<file path="src/rtl/stg_pkg.sv">
`timescale 1ns / 1ps
`default_nettype none
// ----------------------------------------------------------------------------
// Stabilizer tableau package
// Request, gate, error and pass codes, the command passed to the tableau,
// and the tables that expand each gate into elementary H, S or CNOT passes.
// ----------------------------------------------------------------------------
package stg_pkg;

    // Width of a qubit index compare and of the effective qubit count.
    localparam int QIDX_W = 6;
    localparam int EFF_W  = 7;

    // Request types.
    localparam logic [1:0] REQ_CLEAR = 2'd0;
    localparam logic [1:0] REQ_GATE  = 2'd1;
    localparam logic [1:0] REQ_READ  = 2'd2;

    // Gate kinds.
    localparam logic [2:0] GATE_H    = 3'd0;
    localparam logic [2:0] GATE_S    = 3'd1;
    localparam logic [2:0] GATE_SDG  = 3'd2;
    localparam logic [2:0] GATE_X    = 3'd3;
    localparam logic [2:0] GATE_Y    = 3'd4;
    localparam logic [2:0] GATE_Z    = 3'd5;
    localparam logic [2:0] GATE_CNOT = 3'd6;

    // Error codes.
    localparam logic [2:0] ERR_OK          = 3'd0;
    localparam logic [2:0] ERR_CONTROLLED  = 3'd1;
    localparam logic [2:0] ERR_SAME_QUBITS = 3'd2;
    localparam logic [2:0] ERR_UNSUPPORTED = 3'd3;
    localparam logic [2:0] ERR_RANGE       = 3'd4;

    // Elementary pass codes.
    typedef logic [1:0] t_op;
    localparam t_op OP_H    = 2'd0;
    localparam t_op OP_S    = 2'd1;
    localparam t_op OP_CNOT = 2'd2;

    // Command from the sequencer to the tableau.
    typedef struct packed {
        logic       clear;
        logic       op_valid;
        t_op        op;
        logic [4:0] tgt;
        logic [4:0] ctl;
    } t_tab_cmd;

    // Number of elementary passes of a gate.
    function automatic logic [2:0] stg_seq_len(input logic [2:0] kind);
        logic [2:0] len;
        case (kind)
            GATE_H:    len = 3'd1;
            GATE_S:    len = 3'd1;
            GATE_SDG:  len = 3'd3;
            GATE_X:    len = 3'd4;
            GATE_Y:    len = 3'd6;
            GATE_Z:    len = 3'd2;
            GATE_CNOT: len = 3'd1;
            default:   len = 3'd0;
        endcase
        return len;
    endfunction

    // Pass to run at a given step of a gate: X is H S S H, Y is H S S H S S.
    function automatic t_op stg_seq_op(input logic [2:0] kind, input logic [2:0] step);
        t_op op;
        case (kind)
            GATE_H:    op = OP_H;
            GATE_X,
            GATE_Y:    op = (step inside {3'd0, 3'd3}) ? OP_H : OP_S;
            GATE_CNOT: op = OP_CNOT;
            default:   op = OP_S;
        endcase
        return op;
    endfunction

endpackage
`default_nettype wire

</file>
<file path="src/rtl/stg_seq.sv">
`timescale 1ns / 1ps
`default_nettype none
// ----------------------------------------------------------------------------
// Stabilizer tableau sequencer
// Checks each request, steps a gate through its elementary passes one per
// cycle, and holds the result item in the output register.
// ----------------------------------------------------------------------------
module stg_seq
    import stg_pkg::*;
(
    input  wire logic             i_clk,
    input  wire logic             i_rst_n,
    input  wire logic             i_in_valid,
    output logic                  o_in_ready,
    input  wire logic [1:0]       i_req_type,
    input  wire logic [2:0]       i_gate_kind,
    input  wire logic [1:0]       i_control_count,
    input  wire logic [4:0]       i_target_qubit,
    input  wire logic [4:0]       i_control_qubit,
    input  wire logic [4:0]       i_row_select,
    input  wire logic [EFF_W-1:0] i_eff,
    input  wire logic [31:0]      i_rd_x,
    input  wire logic [31:0]      i_rd_z,
    input  wire logic             i_rd_p,
    output t_tab_cmd              o_cmd,
    output logic                  o_out_valid,
    input  wire logic             i_out_ready,
    output logic [31:0]           o_row_x_bits,
    output logic [31:0]           o_row_z_bits,
    output logic                  o_row_phase,
    output logic [2:0]            o_elementary_steps,
    output logic [2:0]            o_error_code
);

    logic       r_busy;
    logic [2:0] r_kind;
    logic [2:0] r_step;
    logic [2:0] r_len;
    logic [4:0] r_tgt;
    logic [4:0] r_ctl;
    logic       r_out_valid;
    logic [31:0] r_x;
    logic [31:0] r_z;
    logic        r_p;
    logic [2:0]  r_steps;
    logic [2:0]  r_err;

    logic       w_accept;
    logic       w_last;
    logic       w_tgt_bad;
    logic       w_ctl_bad;
    logic       w_start;
    logic       w_clear;
    logic [2:0] w_err;
    logic       w_rd_ok;

    assign o_in_ready = !r_busy && (!r_out_valid || i_out_ready);
    assign w_accept   = i_in_valid && o_in_ready;
    assign w_last     = r_busy && ((r_step + 3'd1) == r_len);
    assign w_tgt_bad  = ({2'b00, i_target_qubit} >= i_eff);
    assign w_ctl_bad  = ({2'b00, i_control_qubit} >= i_eff);

    // Request check: decides start of a gate run, a clear, a row read, or the error code.
    always_comb begin
        w_start = 1'b0;
        w_clear = 1'b0;
        w_rd_ok = 1'b0;
        w_err   = ERR_OK;
        case (i_req_type)
            REQ_CLEAR: begin
                w_clear = 1'b1;
            end
            REQ_GATE: begin
                if (i_gate_kind == GATE_CNOT) begin
                    if (i_control_count != 2'd1) begin
                        w_err = ERR_UNSUPPORTED;
                    end else if (w_tgt_bad || w_ctl_bad) begin
                        w_err = ERR_RANGE;
                    end else if (i_target_qubit == i_control_qubit) begin
                        w_err = ERR_SAME_QUBITS;
                    end else begin
                        w_start = 1'b1;
                    end
                end else if (stg_seq_len(i_gate_kind) == 3'd0) begin
                    w_err = ERR_UNSUPPORTED;
                end else if (i_control_count != 2'd0) begin
                    w_err = ERR_CONTROLLED;
                end else if (w_tgt_bad) begin
                    w_err = ERR_RANGE;
                end else begin
                    w_start = 1'b1;
                end
            end
            REQ_READ: begin
                if ({2'b00, i_row_select} >= i_eff) begin
                    w_err = ERR_RANGE;
                end else begin
                    w_rd_ok = 1'b1;
                end
            end
            default: begin
                w_err = ERR_UNSUPPORTED;
            end
        endcase
    end

    // Pass and clear issued to the tableau.
    always_comb begin
        o_cmd.clear    = w_accept && w_clear;
        o_cmd.op_valid = r_busy;
        o_cmd.op       = stg_seq_op(r_kind, r_step);
        o_cmd.tgt      = r_tgt;
        o_cmd.ctl      = r_ctl;
    end

    // Sequencer control.
    always_ff @(posedge i_clk) begin
        if (!i_rst_n) begin
            r_busy <= 1'b0;
            r_step <= '0;
        end else if (w_accept && w_start) begin
            r_busy <= 1'b1;
            r_step <= '0;
        end else if (r_busy) begin
            r_busy <= !w_last;
            r_step <= r_step + 3'd1;
        end
    end

    // Gate operands, captured when a run starts.
    always_ff @(posedge i_clk) begin
        if (w_accept && w_start) begin
            r_kind <= i_gate_kind;
            r_len  <= stg_seq_len(i_gate_kind);
            r_tgt  <= i_target_qubit;
            r_ctl  <= i_control_qubit;
        end
    end

    // Output valid flag.
    always_ff @(posedge i_clk) begin
        if (!i_rst_n) begin
            r_out_valid <= 1'b0;
        end else if ((w_accept && !w_start) || w_last) begin
            r_out_valid <= 1'b1;
        end else if (i_out_ready) begin
            r_out_valid <= 1'b0;
        end
    end

    // Output payload: direct results load at accept, gate results at the last pass.
    always_ff @(posedge i_clk) begin
        if (w_accept && !w_start) begin
            r_x     <= w_rd_ok ? i_rd_x : '0;
            r_z     <= w_rd_ok ? i_rd_z : '0;
            r_p     <= w_rd_ok && i_rd_p;
            r_steps <= '0;
            r_err   <= w_err;
        end else if (w_last) begin
            r_x     <= '0;
            r_z     <= '0;
            r_p     <= 1'b0;
            r_steps <= r_len;
            r_err   <= ERR_OK;
        end
    end

    assign o_out_valid        = r_out_valid;
    assign o_row_x_bits       = r_x;
    assign o_row_z_bits       = r_z;
    assign o_row_phase        = r_p;
    assign o_elementary_steps = r_steps;
    assign o_error_code       = r_err;

endmodule
`default_nettype wire

</file>
<file path="config.mk">
export PLATFORM = sky130hd
export DESIGN_NAME = stg_seq
export DESIGN_NICKNAME = d
export VERILOG_FILES = /design/src/rtl/stg_pkg.sv /design/src/rtl/stg_seq.sv
export SDC_FILE = /design/constraint.sdc
export NUM_CORES = 1
export LEC_CHECK = 0
export ABC_AREA = 1
export CAP_MARGIN = 30
export CORE_ASPECT_RATIO = 1.25
export CORE_MARGIN = 5
export CORE_UTILIZATION = 50
export CTS_CLUSTER_SIZE = 20
export DETAILED_ROUTE_END_ITERATION = 12
export DONT_BUFFER_PORTS = 1
export MAX_ROUTING_LAYER = met4
export SYNTH_ARGS = -nofsm -noshare
export SYNTH_HDL_FRONTEND = slang
export SYNTH_SLANG_ARGS = --single-unit
</file>
<file path="constraint.sdc">
create_clock -name i_clk -period 3.69 [get_ports i_clk]
set_input_delay 0.369 -clock i_clk [delete_from_list [all_inputs] [get_ports i_clk]]
set_output_delay 0.369 -clock i_clk [all_outputs]
set_load 0.01 [all_outputs]
</file>
# Word level (Yosys, flattened, before mapping)

Index checks and enable logic that the tools add are counted.
Widths: inputs -> output; s select.

Add/subtract/negate cells: 1
Order comparisons: 3
Eq/ne operators: 15
Multiplexer cells: 39
Bitwise logic cells: 1
Reduce and logical (&&, ||, !) cells: 27

Operators by type and width:

| kind                | count |
|---|---|
| $mux 32             | 5 |
| $mux 3              | 11 |
| $pmux 3 s5          | 2 |
| $ge 5x7->1          | 3 |
| $mux 1              | 18 |
| $eq 3x3->1 const B  | 5 |
| $eq 3x2->1 const B  | 4 |
| $logic_not 3->1     | 4 |
| $pmux 3 s3          | 1 |
| $reduce_bool 2->1   | 4 |
| $logic_and 1x1->1   | 7 |
| $pmux 2 s3          | 1 |
| $reduce_or 2->1     | 3 |
| $eq 5x5->1          | 1 |
| $logic_not 1->1     | 4 |
| $add 3x1->3 const B | 1 |
| $eq 3x1->1 const B  | 1 |
| $eq 3x3->1          | 1 |
| $logic_or 1x1->1    | 3 |
| $reduce_or 3->1     | 1 |
| $eq 2x1->1 const B  | 1 |
| $eq 2x2->1 const B  | 1 |
| $logic_not 2->1     | 1 |
| $mux 2              | 1 |
| other kinds (2)     | 2 |

Bits in registers: 92

# Longest topological paths before layout

Gate-level depths: netlist of run 1.

Depth after elaboration: 13
Depth in mapped cells: 16

# Worst setup path after synthesis of run 1

OpenSTA, ideal clock, no wires.

Path kind: input -> register
From: in i_eff[4]
To: reg r_err[0] (netlist: o_error_code[0]) (enable)
Setup time: 0.719 ns
Arrival time: 2.573 ns
Path slack: 0.399 ns
Stages on the path: 14
Path buffers: 0
Cell sequence: inv_1 > ha_1 > nand2_1 > nand2_1 > nand2_1 > inv_1 > nor2_2 > nand2_2 > nor2_4 > nand2_2 > nand2_2 > nand2_4 > nand2_4 > nand2_1

Cells in the longest elaborated chain, start to end: 9
Elaborated cells between the ends (all ways): 13
Classes of those cells: 2 x order compare; 7 x mux; 4 x reduce/logical

RTL lines:

| element                                           | line                         | RTL |
|---|---|---|
| from (decl)                                       | stg_seq.sv:21                | `input wire logic [EFF_W-1:0] i_eff,` |
| $ge 5x7->1 (on tied branches)                     | stg_seq.sv:60, stg_seq.sv:61 |  |
| $mux 1 / $logic_or 1x1->1 (equally long branches) | stg_seq.sv:88, stg_seq.sv:77 |  |
| $mux 1 (on tied branches)                         | stg_seq.sv:86, stg_seq.sv:77 |  |
| $mux 1 (on tied branches)                         | stg_seq.sv:84, stg_seq.sv:75 |  |
| $mux 1 (*)                                        | stg_seq.sv:74                | `if (i_gate_kind == GATE_CNOT) begin` |
| $mux 1 (*)                                        | stg_seq.sv:69                | `case (i_req_type)` |
| $logic_not 1->1 (*)                               | stg_seq.sv:153               | `if (w_accept && !w_start) begin` |
| $logic_and 1x1->1 (*)                             | stg_seq.sv:153               |  |
| $reduce_bool 2->1 (no source line) (*)            | --                           |  |
| to (signal assigned)                              | stg_seq.sv:158               | `r_err <= w_err;` |
| to (decl)                                         | stg_seq.sv:46                | `logic [2:0] r_err;` |

Mark *: on every way between the ends. The rest lies on a longest branch, timed or not.
A chain may end at the register's enable or synchronous reset.

# Worst setup path in the final report of run 1

From: reg r_step[0]
To: reg r_z[10] (netlist: o_row_z_bits[10]) (enable)

Cells in the longest elaborated chain, start to end: 4

RTL lines:

| element                            | line           | RTL |
|---|---|---|
| from (decl)                        | stg_seq.sv:37  | `logic [2:0] r_step;` |
| from (signal assigned)             | stg_seq.sv:126 | `r_step <= r_step + 3'd1;` |
| $add 3x1->3                        | stg_seq.sv:59  | `assign w_last = r_busy && ((r_step + 3'd1) == r_len);` |
| $eq 3x3->1                         | stg_seq.sv:59  |  |
| $logic_and 1x1->1                  | stg_seq.sv:59  |  |
| $reduce_bool 2->1 (no source line) | --             |  |
| to (signal assigned)               | stg_seq.sv:155 | `r_z <= w_rd_ok ? i_rd_z : '0;` |
| to (decl)                          | stg_seq.sv:43  | `logic [31:0] r_z;` |

No other way between the ends.

==> metrics.md, run 1 <==
| Metric | Value |
|---|---|
| CTS-repair resized insts | `0` |
| Worst Path Max Fanout | `25` |
| Maxcap violations | `0` |
| DR vias/cell | `roughly 5.0` |
| DRC Markers | `0` |
| Num ports | `roughly 190` |
| Max stage delay cell, worst path | `nand2_2` |
| Largest cells by area after synthesis | `edfxtp_1 59%, inv_1 9.1%, nor2_1 7.4%, ha_1 5.3%, nand2_1 4.3%` |
| Yosys reg bits | `92` |
| WP data required | `3.72 ns` |
| Hpwl dp | `a little over 7000 um` |
| Final Hold Fails | `0` |
| Crit path from | `r_step[0]` |
| Synthesis-to-finish area growth | `5.416%` |
| Final-layout fill cell count | `741` |
| Cells along the critical path | `ha_1 -> ha_1 -> xor2_1 -> nand3_1 -> nor2_1 -> inv_1 -> nand2_2 -> buf_4` |
| Final GP Congestion | `about 0.78` |
| P per Cell Area | `roughly 440 nW/um2` |
| Multi-input gate area | `1124 um2` |
| IO buf count | `0` |
| Vias in the first global route | `2709` |
| Setup-failing EPs final | `0` |
| Slew at the pin closest to its max-slew limit | `about 0.83 ns` |
| Die extent in x | `92.70 um` |
| Cts bufs inserted | `9` |
| Net count after synthesis | `531` |
| Reg clk slew, reported paths | `around 0.080 ns` |
| Library cells used by synthesis | `28` |
| Max VDD drop | `between 0.15 and 0.2 mV` |
| Synthesized area | `roughly 4300 um2` |
| Worst r2r src | `r_step[0]` |
| Most common cell on crit path | `ha_1` |
| Initial core utilization | `around half` |
| Chip Height | `~110 um` |
| Setup bufs post-CTS | `0` |
| DRT iter0 DRCs | `between 90 and 100` |
| Seq. cell area | `about 2700 um2` |
| WP data arrival | `about 2.7 ns` |
| Cells after Synth | `between 400 and 500` |
| Final #Nets | `roughly 540` |
| Count of pins over their slew limit | `0` |
| GR Util All Layers | `between 15 and 20%` |
| CTS tree | `built` |
| Vias | `about 2600` |
| Clock tree buffer depth | `2` |
| Final core occ | `a little over half` |
| Leakage | `2.087 nW` |
| Clk sink count | `between 90 and 100` |
| Outcome | `finished clean` |
| Sequential fraction of the synthesis area | `between 60% and 70%` |
| ANT nets after route | `0` |
| Post-layout min period | `approximately 2.7 ns` |
| CTS root buf | `clkbuf_8` |
| Clock latency at the later pin of the worst-skew pair | `between 0.3 and 0.4 ns` |
| Period utilization | `72.49%` |
| Startpoint Class | `flop` |
| Core ar. | `just over 8000 um2` |
| Sum Neg Setup Slack | `0 ns` |
| Hold WC Path Type | `in -> reg` |
| Crit path capture type | `flop` |
| Total grt overflow | `0` |
| Yosys warns | `0` |
| Overall power | `between 1.5 and 2 mW` |
| HP Start | `i_gate_kind[0]` |
| H-tree levels | `3` |
| Clock Skews | `around 0.0097 ns` |
| Slew headroom | `~44%` |
| Share of layout cells above drive strength 1 | `9.155%` |
| Initial antenna violation count | `0` |
| Slowest stage delay, CP | `~0.46 ns` |
| Maximum number of pins on one net before global-route repair | `66` |
| Unrepaired setup endpoints after global routing | `false` |
| Fmax | `roughly 370 MHz` |
| Hold Buf Count CTS | `0` |
| Pre-antenna DRT Iters | `4` |
| Syn Area/Cell | `roughly 10 um2` |
| First-pass GRT wire length | `between 10000 and 15000 um` |
| Cell row count | `37` |
| Die Area | `roughly 11000 um2` |
| Post-synth top area share | `59.02%` |
| Area leader, netlist | `edfxtp_1` |
| Per-cell routed wire length | `between 15 and 20 um` |
| Final WL | `~9000 um` |
| WS Path Type | `reg -> reg` |
| Antenna Cells | `0` |
==> cell usage after synthesis (all sizes together) <==
cell and number:
inv 105, nor2 91, edfxtp 84, nand2 57, ha 18, a21oi 11, o21ai 9, buf 8
dfxtp 8, nand3 7, xnor2 5, nor3 3, nand3b 2, nand4 2, xor2 2, a31oi 1
o21a 1, o311ai 1
==> registers in the layout, indices dropped and copies added, names as in the netlist <==
| register | count |
|---|---|
| r_kind | 3 |
| o_out_valid | 1 |
| r_ctl | 5 |
| o_elementary_steps | 3 |
| r_len | 3 |
| o_error_code | 3 |
| o_row_phase | 1 |
| o_row_z_bits | 32 |
| r_busy | 1 |
| o_row_x_bits | 32 |
| r_tgt | 5 |
| r_step | 3 |
==> area by class of cell <==
| type | instances | area share [%] |
|---|---|---|
| flip-flops and latches | 92 | 59.54 |
| multi-input cells | 210 | 24.94 |
| inverters | 105 | 8.803 |
| clock buffers | 10 | 2.833 |
| well taps | 97 | 2.694 |
| clock inverters | 6 | 0.6943 |
| repair buffers | 3 | 0.4999 |
==> metal layers <==
layer | routed length, um | global-route usage [%]
met1 | 3009 | 16.92
met4 | 147 | 6.256
met2 | 4931 | 32.48
met5 | 0 | -
met3 | 744 | 5.673
==> worst paths after layout <==
kind                            to  slack [ns]  depth (start not counted)
hold / removal           r_kind[0]        0.11                          0
hold reg to reg          r_step[2]        0.54                          2
setup reg to reg  o_row_z_bits[10]        1.02                          8
setup / recovery  o_row_z_bits[10]        1.02                          8
==> cells in the final DEF, fill, tap and decap left out <==
cell type and count:
inv_1 104, nor2_1 84, edfxtp_1 84, nand2_1 47, ha_1 18, clkbuf_8 9, nand2_2 8, dfxtp_1 8
nand3_1 7, a21oi_1 7, o21ai_0 7, nor2_2 5, xnor2_1 5, a21oi_2 4, nor3_1 3, clkinv_2 3
buf_4 3, nor2_4 2, nand3b_1 2, nand2_4 2, xor2_1 2, nand4_1 2, clkinv_1 2, inv_4 1
o21ai_2 1, a31oi_1 1, o21ai_1 1, o311ai_1 1, o21a_1 1, clkinv_4 1, clkbuf_1 1
==> power breakdown <==
group	internal, mW	switching, mW	leakage, nW
Clock	0.238	0.321	0.0849
Sequential	1.21	0.0597	0.874
Combinational	0.0478	0.101	1.13
==> logic make-up after synthesis <==
kind of cell | after synthesis | share of synthesized area (%)
buf+inv | 113 | 11.07
flops | 92 | 62.76
compound gates | 23 | 3.308
simple gates | 162 | 16.16
fa+ha+maj | 18 | 5.269
xor+xnor | 7 | 1.434
==> worst max-delay path, delay by kind of cell (launching register included) <==
kind / cells / cell delay (ns)
buffers and inverters: 2 / 0.54
flip-flops: 1 / 0.36
XOR/XNOR: 1 / 0.15
AND/OR/NAND/NOR: 3 / 0.76
adder cells (fa/ha/maj): 2 / 0.52
==> through the flow <==
step | area [um2] | cells | setup WS (ns) | hold slack [ns]
floorplan | 4274 | 415 | 0.3985 | 0.4666
global placement | 4347 | 507 | 1.100 | 0.4680
detailed placement | 4347 | 507 | 0.9743 | 0.4680
CTS | 4506 | 523 | 0.9641 | 0.08499
global route | 4506 | 523 | 0.8226 | 0.07469
finish | 4506 | 523 | 1.015 | 0.1094
Power figures use the tool's default switching activity.
==> run 2: changes to the inputs <==
--- a/config.mk
+++ b/config.mk
@@ -14,6 +14,7 @@
 export DETAILED_ROUTE_END_ITERATION = 12
 export DONT_BUFFER_PORTS = 1
 export MAX_ROUTING_LAYER = met4
+export PLACE_DENSITY = 0.68
 export SYNTH_ARGS = -nofsm -noshare
 export SYNTH_HDL_FRONTEND = slang
 export SYNTH_SLANG_ARGS = --single-unit
==> constraint.sdc (replaced) <==
create_clock -name i_clk -period 2.45 [get_ports i_clk]
set_input_delay 0.245 -clock i_clk [delete_from_list [all_inputs] [get_ports i_clk]]
set_output_delay 0.245 -clock i_clk [all_outputs]
set_load 0.01 [all_outputs]
==> run 2 against run 1 <==
Effect of this change:
- combinational power up 71%
- die area did not move
- wire length decreased by 0.72%
- via count rose by 2.4%
- flip-flop and latch count unchanged
- final area up 5.1%
- final cell count rose by 3.1%
- largest power group unchanged
==> metrics.md, run 2 (synthesis gave the netlist of run 1 again) <==
| Metric | Value |
|---|---|
| Outcome | `finished clean (unchanged)` |
| Leakage | `2.187 nW (was 2.087 nW)` |
| Synthesis-to-finish area growth | `10.77% (was 5.416%)` |
| Die Area | `10510 um2 (unchanged)` |
| Initial antenna violation count | `0 (unchanged)` |
| Total grt overflow | `0 (unchanged)` |
| Maximum number of pins on one net before global-route repair | `66 (unchanged)` |
| CTS tree | `built (unchanged)` |
| Max VDD drop | `0.2554 mV (was 0.1744 mV)` |
| P per Cell Area | `663.8 nW/um2 (was 438.8 nW/um2)` |
| Clock tree buffer depth | `2 (unchanged)` |
| Crit path from | `r_step[0] (unchanged)` |
| Vias in the first global route | `2820 (was 2709)` |
| R2R Path End | `o_row_z_bits[25] (was o_row_z_bits[10])` |
| Pre-antenna DRT Iters | `4 (unchanged)` |
| Share of layout cells above drive strength 1 | `9.729% (was 9.155%)` |
| Cells along the critical path | `ha_1 -> ha_1 -> xor2_1 -> nand3_1 -> nor2_1 -> inv_1 -> nand2_4 -> buf_12 (was ha_1 -> ha_1 -> xor2_1 -> nand3_1 -> nor2_1 -> inv_1 -> nand2_2 -> buf_4)` |
| Worst r2r src | `r_step[0] (unchanged)` |
| WP data arrival | `2.25 ns (was 2.70 ns)` |
| Hold Path Depth | `2 (was 0)` |
| Slew headroom | `70.52% (was 44.33%)` |
| Worst hold slack | `0.02914 ns (was 0.1094 ns)` |
| Kind of cell adding the most delay to the critical path | `adder cells (was simple AND/OR/NAND/NOR gates)` |
| Final Hold Fails | `0 (unchanged)` |
| Max stage delay cell, worst path | `dfxtp_1 (was nand2_2)` |
| Final #Nets | `553 (was 537)` |
| HP Start | `i_rst_n (was i_gate_kind[0])` |
| Clock latency at the later pin of the worst-skew pair | `0.35 ns (about the same)` |
| Num ports | `185 (unchanged)` |
| Maxcap violations | `0 (unchanged)` |
| Final-layout fill cell count | `713 (was 741)` |
| Setup bufs post-CTS | `0 (unchanged)` |
| H-tree levels | `3 (unchanged)` |
| Hold WC Path Type | `in -> reg (unchanged)` |
| Period utilization | `89.72% (was 72.49%)` |
| R2r setup slk | `0.25 ns (was 1.02 ns)` |
| CTS-repair resized insts | `0 (unchanged)` |
| Commonest non-fill, non-tap cell in the layout | `inv_1 (unchanged)` |
| Slowest stage delay, CP | `0.35 ns (was 0.46 ns)` |
| Setup-failing EPs final | `0 (unchanged)` |
| Cell row count | `37 (unchanged)` |
| First-pass GRT wire length | `13560 um (was 13470 um)` |
| DRT iter0 DRCs | `89 (was 99)` |
| Antenna Cells | `0 (unchanged)` |
| Vias | `2691 (was 2628)` |
| ANT nets after route | `0 (unchanged)` |
| Cts bufs inserted | `9 (unchanged)` |
| Reg2reg path depth | `8 (unchanged)` |
| Most common cell on crit path | `ha_1 (unchanged)` |
| Worst path buffer plus inverter count | `2 (unchanged)` |
| Clk sink count | `92 (unchanged)` |
| Multi-input gate area | `1129 um2 (was 1124 um2)` |
| Seq. cell area | `2683 um2 (unchanged)` |
| Startpoint Class | `flop (unchanged)` |
| DRC Markers | `0 (unchanged)` |
| Hold Buf Count CTS | `14 (was 0)` |
| IO buf count | `0 (unchanged)` |
| Most frequent cells in the layout | `104 x inv_1, 84 x nor2_1, 84 x edfxtp_1 (unchanged)` |
| DR vias/cell | `4.993 (was 5.025)` |
| Reg clk slew, reported paths | `0.08 ns (about the same)` |
| Die extent in x | `92.70 um (unchanged)` |
| Count of pins over their slew limit | `0 (unchanged)` |
| Core ar. | `8287 um2 (unchanged)` |
| Hold Path Sink | `r_step[0] (was r_kind[0])` |
| Hpwl dp | `6904 um (was 7043 um)` |
| Clock Skews | `0.009711 ns (was 0.009740 ns)` |
| Unrepaired setup endpoints after global routing | `false (unchanged)` |
| WP data required | `2.51 ns (was 3.72 ns)` |
| CTS root buf | `clkbuf_8 (unchanged)` |
| Crit path capture type | `flop (unchanged)` |
| Post-layout min period | `2.198 ns (was 2.675 ns)` |
| Worst Path Max Fanout | `28 (was 25)` |
| Chip Height | `113.4 um (unchanged)` |
| WS Path Type | `reg -> reg (unchanged)` |
| GR Util All Layers | `17.51% (was 17.53%)` |
| Initial core utilization | `51.58% (unchanged)` |
| Per-cell routed wire length | `16.27 um (was 16.89 um)` |
| Final WL | `8769 um (was 8833 um)` |
| Slew at the pin closest to its max-slew limit | `0.4389 ns (was 0.8341 ns)` |
| Fmax | `454.9 MHz (was 373.8 MHz)` |
| Final GP Congestion | `0.8111 (was 0.7765)` |
| Sum Neg Setup Slack | `0 ns (unchanged)` |
| CP Depth | `8 (unchanged)` |
run 2: changes by cell type in the layout (fill, tap and decap cells not counted):
cell,before,now
buf_12,0,3
clkbuf_1,1,0
buf_4,3,2
bufinv_16,0,1
inv_6,0,1
nand2_4,2,3
nand2_2,8,7
clkinv_1,2,1
dlygate4sd3_1,0,14
run 2: final cells by class:
class / count / share of cell area [%]
multi-input combinational: 210 / 23.84
clock buffer: 9 / 2.616
tap: 97 / 2.563
sequential: 92 / 56.66
clock inverter: 7 / 1.401
timing repair buffer: 19 / 4.545
inverter: 105 / 8.377
run 2: power breakdown:
part / switching, mW / total [mW] / internal (mW)
Sequential: 0.0906 / 1.91 / 1.82
Combinational: 0.155 / 0.253 / 0.0978
Clock: 0.510 / 0.978 / 0.468
run 2: metal layers:
layer	vias to the layer above	part of all wire [%]	GRT usage [%]
met4	0	2.8	9.384
li1	1331	-	-
met1	1209	35	16.57
met5	-	0	-
met2	133	53	32.14
met3	18	8.9	4.485
run 2: how the worst max path moves through the flow:
stage | to | slack, ns
finish | o_row_z_bits[25] | 0.25
global route | o_row_x_bits[3] | 0.002
CTS | o_row_x_bits[3] | 0.23
detailed placement | o_row_z_bits[11] | 0.24
global placement | o_row_z_bits[8] | 0.31
floorplan | o_error_code[0] | 0.20
run 2: worst reg2reg max path, delay by kind of cell, from the launching register on:
family | cells | cell delay (ns)
and+or+nand+nor | 3 | 0.51
adders and majority gates | 2 | 0.52
DFF | 1 | 0.35
xor gates and xnor gates | 1 | 0.16
buffers and inverters | 2 | 0.37
run 2: metrics by stage:
step / cells / instance area, um2 / util [%] / total power [mW] / worst slack (ns)
finish: 539 / 4735 / 57.13 / 3.143 / 0.2518
global route: 539 / 4735 / 57.13 / 3.305 / 0.001618
CTS: 539 / 4735 / 57.13 / 3.180 / 0.2267
detailed placement: 509 / 4404 / 53.15 / 2.191 / 0.2417
global placement: 509 / 4404 / 53.15 / 2.180 / 0.3072
floorplan: 415 / 4282 / - / 2.112 / 0.2014
